===== config.mk =====
export PLATFORM = sky130hd
export DESIGN_NAME = swdf_cell
export DESIGN_NICKNAME = d
export VERILOG_FILES = /design/src/hw/rtl/swdf_pkg.sv /design/src/hw/rtl/swdf_cell.sv
export SDC_FILE = /design/constraint.sdc
export NUM_CORES = 1
export LEC_CHECK = 0
export ABC_CLOCK_PERIOD_IN_PS = 2200
export BUFFER_PORTS_ARGS = -buffer_cell sky130_fd_sc_hd__clkbuf_2
export CAP_MARGIN = 20
export CORE_MARGIN = 3
export CORE_UTILIZATION = 41
export CTS_BUF_LIST = sky130_fd_sc_hd__clkbuf_16
export DETAILED_ROUTE_END_ITERATION = 12
export GPL_TIMING_DRIVEN = 0
export PLACE_DENSITY = 0.81
export SLEW_MARGIN = 20
export SYNTH_ARGS = -nofsm -noshare
export SYNTH_HDL_FRONTEND = slang
export SYNTH_SLANG_ARGS = --single-unit

===== constraint.sdc =====
create_clock -name clk_i -period 2.2 [get_ports clk_i]
set_input_delay 0 -clock clk_i [delete_from_list [all_inputs] [get_ports clk_i]]
set_output_delay 0 -clock clk_i [all_outputs]
set_load 0.03 [all_outputs]

===== src/hw/rtl/swdf_pkg.sv =====
package swdf_pkg;

  // Number of sequence numbers held in the window.
  localparam int unsigned Window = 64;

  // Width of one sequence number.
  localparam int unsigned SeqW = 64;

  // Width of the fill count, which must also hold Window itself.
  localparam int unsigned FillW = $clog2(Window + 1);

  // Controller states.
  typedef enum logic {
    StIdle,
    StDecide
  } swdf_state_e;

  // Control word broadcast from the controller to every cell.
  typedef struct packed {
    logic compare;  // register a match of the cell's entry against the key
    logic shift;    // take the neighbor's entry, moving the window by one
  } swdf_ctrl_t;

endpackage


===== src/hw/rtl/swdf_cell.sv =====
module swdf_cell
  import swdf_pkg::*;
(
  input  logic                clk_i,
  input  logic                rst_ni,
  input  swdf_ctrl_t          ctrl_i,
  input  logic [SeqW-1:0]     key_i,
  input  logic                valid_i,
  input  logic [SeqW-1:0]     entry_i,
  output logic [SeqW-1:0]     entry_o,
  output logic                match_o
);

  logic [SeqW-1:0] entry_q;
  logic            match_q;
  logic            match_d;

  // The entry moves one cell toward the old end of the window on a shift.
  always_ff @(posedge clk_i) begin
    if (ctrl_i.shift) begin
      entry_q <= entry_i;
    end
  end

  // A cell only reports a match when it holds a written entry.
  assign match_d = valid_i && (entry_q == key_i);

  always_ff @(posedge clk_i or negedge rst_ni) begin
    if (!rst_ni) begin
      match_q <= 1'b0;
    end else if (ctrl_i.compare) begin
      match_q <= match_d;
    end
  end

  assign entry_o = entry_q;
  assign match_o = match_q;

endmodule


==> impl_metrics.toml, run 1 <==
[run_status]
status = "completed"

[synthesis]
synth-seq-cells = 65
seq_area_frac_synth = 0.708
synthMuxAreaShare = 0
yosysWarnings = 0
syn_area_per_cell_um2 = 15.8
yosysUniqueCellTypes = 25
synthArstFlopShare = 0.0154
synth_fa_ha_area_frac = 0
synth_edf_count = 64
syn_nets = 307
synth_area_leaders = "edfxtp_1, xnor2_1, nand4_1"
synth-compound-area-share = 0.0564
yosysTopAreaCell = "edfxtp_1"
yosys.area_share.simple = 0.0737
yosysTopAreaCellShare = 0.698
synth_xor_area_frac = 0.143
netlist_area_um2 = 2750
syn_inst = 174
synth_flop_cell = "edfxtp_1"
synth_top_family_by_area = "XOR/XNOR gates"

[timing]
tns_ns = 0
tightestPinTransition_ns = 0.474
max-slew-margin-rel = 0.684
period_needed_ns = 1.82
holdWs_ns = 0.0226
fin_ws_ns = 0.383
rsz0062_at_grt = "no"
hold_violations = 0
clock.fmax_mhz = 550
setup_violations = 0
fin_crit_sh = 0.826
slew_violations = 0
finClkSkew_ns = 0.00531

[drt]
vias = 2574
drc_errors = 0
first_pass_iters = 4
drtAntennaViolNets = 0
via_per_inst = 4.84
drt_wl_total_um = 8940
wl_per_cell_um = 16.8
drt-initial-drc-count = 92

[placed_design]
io_buffers = 197
dpl_worst_slack_ns = 0.405
routabilityCongestion = 0.800
dp_hpwl_um = 6060
placed_area_um2 = 3860

[clock_network]
cts.sinks = 65
htreeDepth = 3
cts.path.max_buffers = 2
holdBufCountCts = 67
cts_tree = "yes"
clockRootBuffer = "clkbuf_16"
clkLatencyLatePin_ns = 0.32
cts_setup_buffers = 0
path_clk_slew_ns = 0.06
cts-buffers-inserted = 9
cts_resized = 0

[global_route]
first_global_vias = 2731
grt_remaining_overflow = 0
antenna_found_initial = 0
grtUsageTotal = 0.227
grt_max_degree = 35
grt_pass1_wl_um = 12800

[hold_path]
hold_path_class = "primary input to register"
holdPathStages = 4
worstHoldEndpoint = "match_o"
hold_start = "key_i[23]"

[power]
power.internal_w = 0.00277
p_sw_w = 0.000957
power_frac_comb = 0.188
power_per_cell_area_nw_per_um2 = 771
p_leak_nw = 2.14
p_clk_frac = 0.398
seq_power_share = 0.415
switching_share = 0.257
ir_worst_vdd_mv = 0.556

[floorplanning]
design.core.area_um2 = 6420
rows = 29
start_util = 0.428
die-width_um = 87.9
die-area_um2 = 7730
die_h_um = 87.9
pin_count = 198

[flow_run]
drv_cap = 0

[cells_and_area]
nets = 583
final_area_um2 = 4840
fin_util = 0.753
nFillCells = 415
syn2layout_area_growth_pct = 75.8
drive_gt1_frac = 0.486
n_antenna_cell = 0

[critical_path]
crit_fanout = 3
crit_path_start_kind = "register"
rr_endpoint = "match_o"
rr_startpoint = "entry_o[63]"
regToRegSetupSlack_ns = 0.38
critical_path.endpoint_type = "register"
arrival_ns = 2.05
worst-setup-path-type = "register to register"
cp_slowest_stage_delay_ns = 0.40
critPathRequiredTime_ns = 2.43
crit_chain = "nor2b_1 > a2111o_1 > a2111oi_2 > nand4_1 > o31ai_2"
worstRegToRegCells = 5
crit_slowest_cell = "edfxtp_1"
[state kept, by name, indices dropped and copies added, names as in the netlist]
register  count
match_o       1
entry_o      64
[worst max-delay path by stage]
stage	endpoint	slack (ns)	startpoint	cells after the start
2_1_floorplan	match_o	0.34	entry_o[63]	5
3_3_place_gp	match_o	0.44	entry_o[63]	5
3_5_place_dp	match_o	0.41	entry_o[63]	5
4_1_cts	match_o	0.40	entry_o[63]	5
5_1_grt	match_o	0.27	entry_o[57]	5
6_report	match_o	0.38	entry_o[63]	5
[final cells by class]
class	count	area, um^2	area share
sequential	65	1950	0.402
timing repair buffer	265	1680	0.347
multi-input combinational	95	752	0.155
clock buffer	9	225	0.0466
tap	77	96.3	0.0199
clock inverter	7	85.1	0.0176
inverter	14	52.6	0.0109
[stage by stage]
step           instances  power (W)
6_report             532    0.00373
2_1_floorplan        174    0.00189
4_1_cts              532    0.00374
3_5_place_dp         449    0.00216
5_1_grt              532    0.00386
3_3_place_gp         448    0.00214
[logic make-up (layout without fill, tap and decap cells)]
| kind of cell | count (synthesis) | in the layout |
|---|---|---|
| xor+xnor | 45 | 45 |
| buf+inv | 14 | 295 |
| flops | 65 | 65 |
| compound gates | 17 | 17 |
| simple gates | 33 | 33 |
[cells in the mapped netlist, types with 3 or more instances]
library cell,number
inv_2,5
nor4_1,3
nand2b_1,5
edfxtp_1,64
nor2b_1,5
nand2_1,3
o22ai_1,5
nand4_1,12
xnor2_1,43
inv_1,8
o2bb2ai_1,3
[placed cells by master, fill, tap and decap left out, types with 2 or more instances in the layout]
master,netlist,routed
dlygate4sd3_1,0,67
bufinv_16,0,2
xnor2_1,43,43
edfxtp_1,64,64
nand3_1,2,2
clkbuf_16,0,9
o2bb2ai_1,3,3
inv_1,8,8
xor2_1,2,2
clkinv_1,1,3
nor2b_1,5,5
nor4_1,3,3
inv_2,5,5
nand2b_1,5,5
o22ai_1,5,5
clkinv_2,0,2
nand4_1,12,12
a22o_1,2,2
a2111oi_2,2,2
nand2_1,3,3
clkbuf_2,0,196
[power groups by stage]
stage | clock (W) | sequential [W] | combinational (W)
after detailed placement | 0 | 0.00157 | 0.000597
final | 0.00148 | 0.00155 | 0.000700
after floorplan | 0 | 0.00175 | 0.000136
after CTS | 0.00150 | 0.00154 | 0.000694
after global routing | 0.00156 | 0.00156 | 0.000741
after global placement | 0 | 0.00156 | 0.000577
[metal layers]
layer | track usage | wire length [um]
met5 | 0 | 0
met4 | 0.100 | 208
met3 | 0.0546 | 661
met1 | 0.238 | 3170
met2 | 0.427 | 4900
[worst max-delay path: cells and delay by family (launching register included)]
family	cells	cell delay [ns]
compound gates	3	0.99
flops	1	0.40
simple gates	2	0.33
(Power assumes the default switching activity.)
==> run 2: changes to the inputs <==
Settings changed: ABC_CLOCK_PERIOD_IN_PS 2200 to 1500, CORE_UTILIZATION 41 to 37, PLACE_DENSITY 0.81 to 0.77.
Clock period 2.2 ns to 1.5 ns, I/O delays scaled along.
==> run 2 against run 1 <==
  * The run now ends with setup timing left
  * Critical endpoint unchanged
  * Power rose by 44%
  * Highest routed layer unchanged
  * Sequential power is 46% higher
  * Hold slack better by 0.0087 ns
==> impl_metrics.toml, run 2 (same netlist as run 1, synthesis figures left out) <==
[run_status]
status = "finished with violations"
violations = "setup timing"

[critical_path]
crit_fanout = 2
arrival_ns = 1.89
critPathRequiredTime_ns = 1.72
crit_path_start_kind = "register"
worstRegToRegCells = 5
worst-setup-path-type = "register to register"
critical_path.endpoint_type = "register"

[drt]
drtAntennaViolNets = 0
wl_per_cell_um = 14.9
via_per_inst = 4.49
wl_met1_um = 2890
first_pass_iters = 4
wl_met2_um = 4610
drt_wl_total_um = 8210
drc_errors = 0
drt-initial-drc-count = 76
wl_met3_um = 537
vias = 2478
highest_layer = "met4"

[cells_and_area]
final_common_cell = "clkbuf_2"
n_antenna_cell = 0
layout_common_cells = "clkbuf_2, dlygate4sd3_1, edfxtp_1"
nets = 585
largest_reg_flops = 64
syn2layout_area_growth_pct = 77.6
final_area_um2 = 4890
drive_gt1_frac = 0.487

[timing]
hold_violations = 0
period_needed_ns = 1.67
fin_ws_ns = -0.174
finClkSkew_ns = 0.00663
clock.fmax_mhz = 597
slew_violations = 0
tightestPinTransition_ns = 0.493
max-slew-margin-rel = 0.671
rsz0062_at_grt = "yes"
setup_violations = 1
fin_crit_sh = 1.12

[placed_design]
io_buffers = 197
dpl_worst_slack_ns = -0.281
routabilityCongestion = 0.781
placed_area_um2 = 3890
dp_hpwl_um = 6070

[floorplanning]
start_util = 0.394
design.core.area_um2 = 6980
die-width_um = 92.2
pin_count = 198
rows = 30
die_h_um = 92.2
die-area_um2 = 8510

[clock_network]
htreeDepth = 3
clockRootBuffer = "clkbuf_16"
cts_tree = "yes"
path_clk_slew_ns = 0.05
cts.path.max_buffers = 2
cts.sinks = 65
clkLatencyLatePin_ns = 0.31
cts-buffers-inserted = 9

[hold_path]
holdPathStages = 4
hold_path_class = "primary input to register"

[global_route]
grtUsageTotal = 0.193
antenna_found_initial = 0
grt_remaining_overflow = 0
grt_max_degree = 36
first_global_vias = 2721
grt_pass1_wl_um = 12700

[power]
p_leak_nw = 2.16
power_per_cell_area_nw_per_um2 = 1100
ir_worst_vdd_mv = 0.727

[flow_run]
drv_cap = 0
-- run 2: what timing repair did --
item                                    in CTS  in global routing
gates resized for setup                      2                  0
hold buffers                                67                  0
endpoints found under the setup margin       1                  1
buffers inserted                             1                  1
hold endpoints to repair                    66                  0
pin swaps                                    1                  1
-- run 2: path summary, 6_finish.rpt --
path	slack (ns)	to	start
max in group asynchronous	0.87	match_o	rst_ni
max reg2reg	-0.17	match_o	entry_o[63]
max	-0.17	match_o	entry_o[63]
min reg2reg	0.51	match_o	match_o
min	0.03	match_o	key_i[23]
min in group asynchronous	0.53	match_o	rst_ni
-- run 2: where the power goes --
part           internal [W]  total, W  switching [W]  leakage, nW
clock network       0.00142   0.00208       0.000664        0.149
logic              0.000470   0.00102       0.000555         1.37
registers           0.00217   0.00227       0.000103        0.640
-- run 2: layout make-up --
class | instances | area, um^2
tap | 96 | 120
multi-input combinational | 95 | 773
inverter | 14 | 52.6
timing repair buffer | 267 | 1690
fill | 509 | 2090
sequential | 65 | 1950
clock inverter | 6 | 75.1
clock buffer | 9 | 225
-- run 2: critical path, cell delays in order (launching register included) --
cell and delay (ns):
edfxtp_1 0.38, nor2b_1 0.14, a2111o_1 0.40, a2111oi_2 0.29
nand4_1 0.18, o31ai_2 0.20
-- run 2: routing by layer --
layer,track usage,vias up
met1,0.195,1148
met2,0.373,107
met3,0.0476,12
li1,-,1211
met4,0.0792,0
met5,0,-
-- run 2: through the flow --
stage	utilization	hold WS (ns)	TNS [ns]	power (W)	instances
after global routing	0.700	0.0545	-0.225	0.00557	552
final	0.700	0.0313	-0.174	0.00538	552
after detailed placement	0.557	-0.222	-0.281	0.00317	468
after floorplan	-	-0.296	-0.241	0.00277	174
after CTS	0.699	0.0252	-0.186	0.00542	551
after global placement	0.553	-0.222	-2.48	0.00315	467
==> run 3: changes to the inputs <==
Settings changed: CORE_UTILIZATION 37 to 30, PLACE_DENSITY 0.77 to not set.
==> run 3 against run 2 <==
  * Critical path type unchanged
  * Fmax increased by 0.69%
  * Clock power decreased by 14%
  * Sequential share of layout area decreased by 0.071 points
  * Final cell count increased by 2.5%
  * The flow still finishes with violations (setup timing)
  * Register-to-register slack about the same
  * Core utilization decreased by 14 points
  * First-iteration DRC count decreased by 74%
==> impl_metrics.toml, run 3 (same netlist as run 1, synthesis figures left out) <==
[power]
ir_worst_vdd_mv = 0.559
p_clk_frac = 0.351
power.internal_w = 0.00373
seq_power_share = 0.446
switching_share = 0.266
power_frac_comb = 0.203
p_leak_nw = 2.15
power_per_cell_area_nw_per_um2 = 1040
p_sw_w = 0.00135

[placed_design]
routabilityCongestion = 0.810
io_buffers = 197
dp_hpwl_um = 6080

[floorplanning]
pin_count = 198
start_util = 0.312
die_h_um = 102
design.core.area_um2 = 8810
die-width_um = 102
die-area_um2 = 10400
rows = 34

[timing]
period_needed_ns = 1.66
finClkSkew_ns = 0.00917
slew_violations = 0
setup_violations = 1
tightestPinTransition_ns = 0.469
fin_ws_ns = -0.163
fin_crit_sh = 1.11
holdWs_ns = 0.0295
rsz0062_at_grt = "yes"
max-slew-margin-rel = 0.688
clock.fmax_mhz = 601
hold_violations = 0

[drt]
drt-initial-drc-count = 20
via_per_inst = 4.32
wl_per_cell_um = 14.0
drtAntennaViolNets = 0
drt_wl_total_um = 7920
drc_errors = 0
vias = 2446
first_pass_iters = 4

[global_route]
grt_util_met3 = 0.0365
grtUsageMet2 = 0.276
grtUsageTotal = 0.153
antenna_found_initial = 0
grt_remaining_overflow = 0
busiest_layer = "met2"
first_global_vias = 2666
grt_max_degree = 34
grt_pass1_wl_um = 12200
grtUsageMet1 = 0.173

[clock_network]
cts.sinks = 65
htreeDepth = 3
cts_tree = "yes"
cts-buffers-inserted = 9
cts.path.max_buffers = 2
clockRootBuffer = "clkbuf_16"
path_clk_slew_ns = 0.05
clkLatencyLatePin_ns = 0.32

[critical_path]
regToRegSetupSlack_ns = -0.16
rr_endpoint = "match_o"
cp_slowest_stage_delay_ns = 0.42
crit_chain = "nor2b_4 > a2111o_1 > a2111oi_4 > nand4_1 > o31ai_2"
crit_slowest_cell = "a2111o_1"
crit_fanout = 2
crit_path_start_kind = "register"
rr_startpoint = "entry_o[43]"
critPathRequiredTime_ns = 1.72
arrival_ns = 1.89
worstRegToRegCells = 5
critical_path.endpoint_type = "register"
worst-setup-path-type = "register to register"

[cells_and_area]
fin_util = 0.556
layout_common_cells = "clkbuf_2, dlygate4sd3_1, edfxtp_1"
multiInputGateArea_um2 = 803
nFillCells = 773
seq_area_um2 = 1950
nets = 586
drive_gt1_frac = 0.496
syn2layout_area_growth_pct = 77.9
n_antenna_cell = 0
largest_reg_flops = 64
final_common_cell = "clkbuf_2"

[run_status]
status = "finished with violations"
violations = "setup timing"

[hold_path]
holdPathStages = 4
hold_path_class = "primary input to register"
hold_start = "key_i[23]"
worstHoldEndpoint = "match_o"

[flow_run]
drv_cap = 0
-- run 3: critical path: cells and delay by family, from the launching register on --
kind             cells  cell delay (ns)
AO/OA/AOI/OAI        3             0.88
flip-flops           1             0.39
AND/OR/NAND/NOR      2             0.30
-- run 3: timing repair --
item,4_1_cts,5_1_grt
buffers inserted,1,2
hold buffers,67,0
hold endpoints to repair,66,0
setup endpoints to repair,1,1
pin swaps,1,7
resized for setup,2,4
-- run 3: cell type report --
type,instances,share of cell area
Sequential cell,65,0.398
Timing Repair Buffer,268,0.348
Multi-Input combinational cell,95,0.164
Clock buffer,9,0.0460
Tap cell,108,0.0276
Inverter,14,0.0107
Clock inverter,7,0.00639
-- run 3: worst max-delay path by stage --
stage                 from       to  slack, ns  cells after the start
2_1_floorplan  entry_o[63]  match_o      -0.24                      5
3_3_place_gp    entry_o[2]  match_o      -0.23                      5
3_5_place_dp   entry_o[56]  match_o      -0.23                      5
4_1_cts        entry_o[63]  match_o      -0.17                      5
5_1_grt        entry_o[43]  match_o      -0.24                      5
6_report       entry_o[43]  match_o      -0.16                      5
-- run 3: metal layers --
layer	share of wire	vias to the layer above
met5	0	-
met4	0.012	0
met3	0.067	8
met2	0.53	116
met1	0.39	1110
li1	-	1212
-- run 3: through the flow --
stage | area [um^2] | power (W) | cells | setup TNS, ns | setup WS (ns)
5_1_grt | 4900 | 0.00531 | 566 | -0.238 | -0.238
6_report | 4900 | 0.00508 | 566 | -0.163 | -0.163
3_3_place_gp | 3880 | 0.00316 | 479 | -5.62 | -0.227
4_1_cts | 4850 | 0.00513 | 564 | -0.173 | -0.173
3_5_place_dp | 3900 | 0.00317 | 480 | -0.229 | -0.229
2_1_floorplan | 2760 | 0.00277 | 174 | -0.241 | -0.241
-- run 3: power groups by stage --
stage               combinational, W  clock (W)  sequential [W]
global route                 0.00111    0.00192         0.00229
global placement            0.000855          0         0.00230
detailed placement          0.000872          0         0.00230
finish                       0.00103    0.00178         0.00227
floorplan                   0.000202          0         0.00257
CTS                          0.00102    0.00184         0.00227
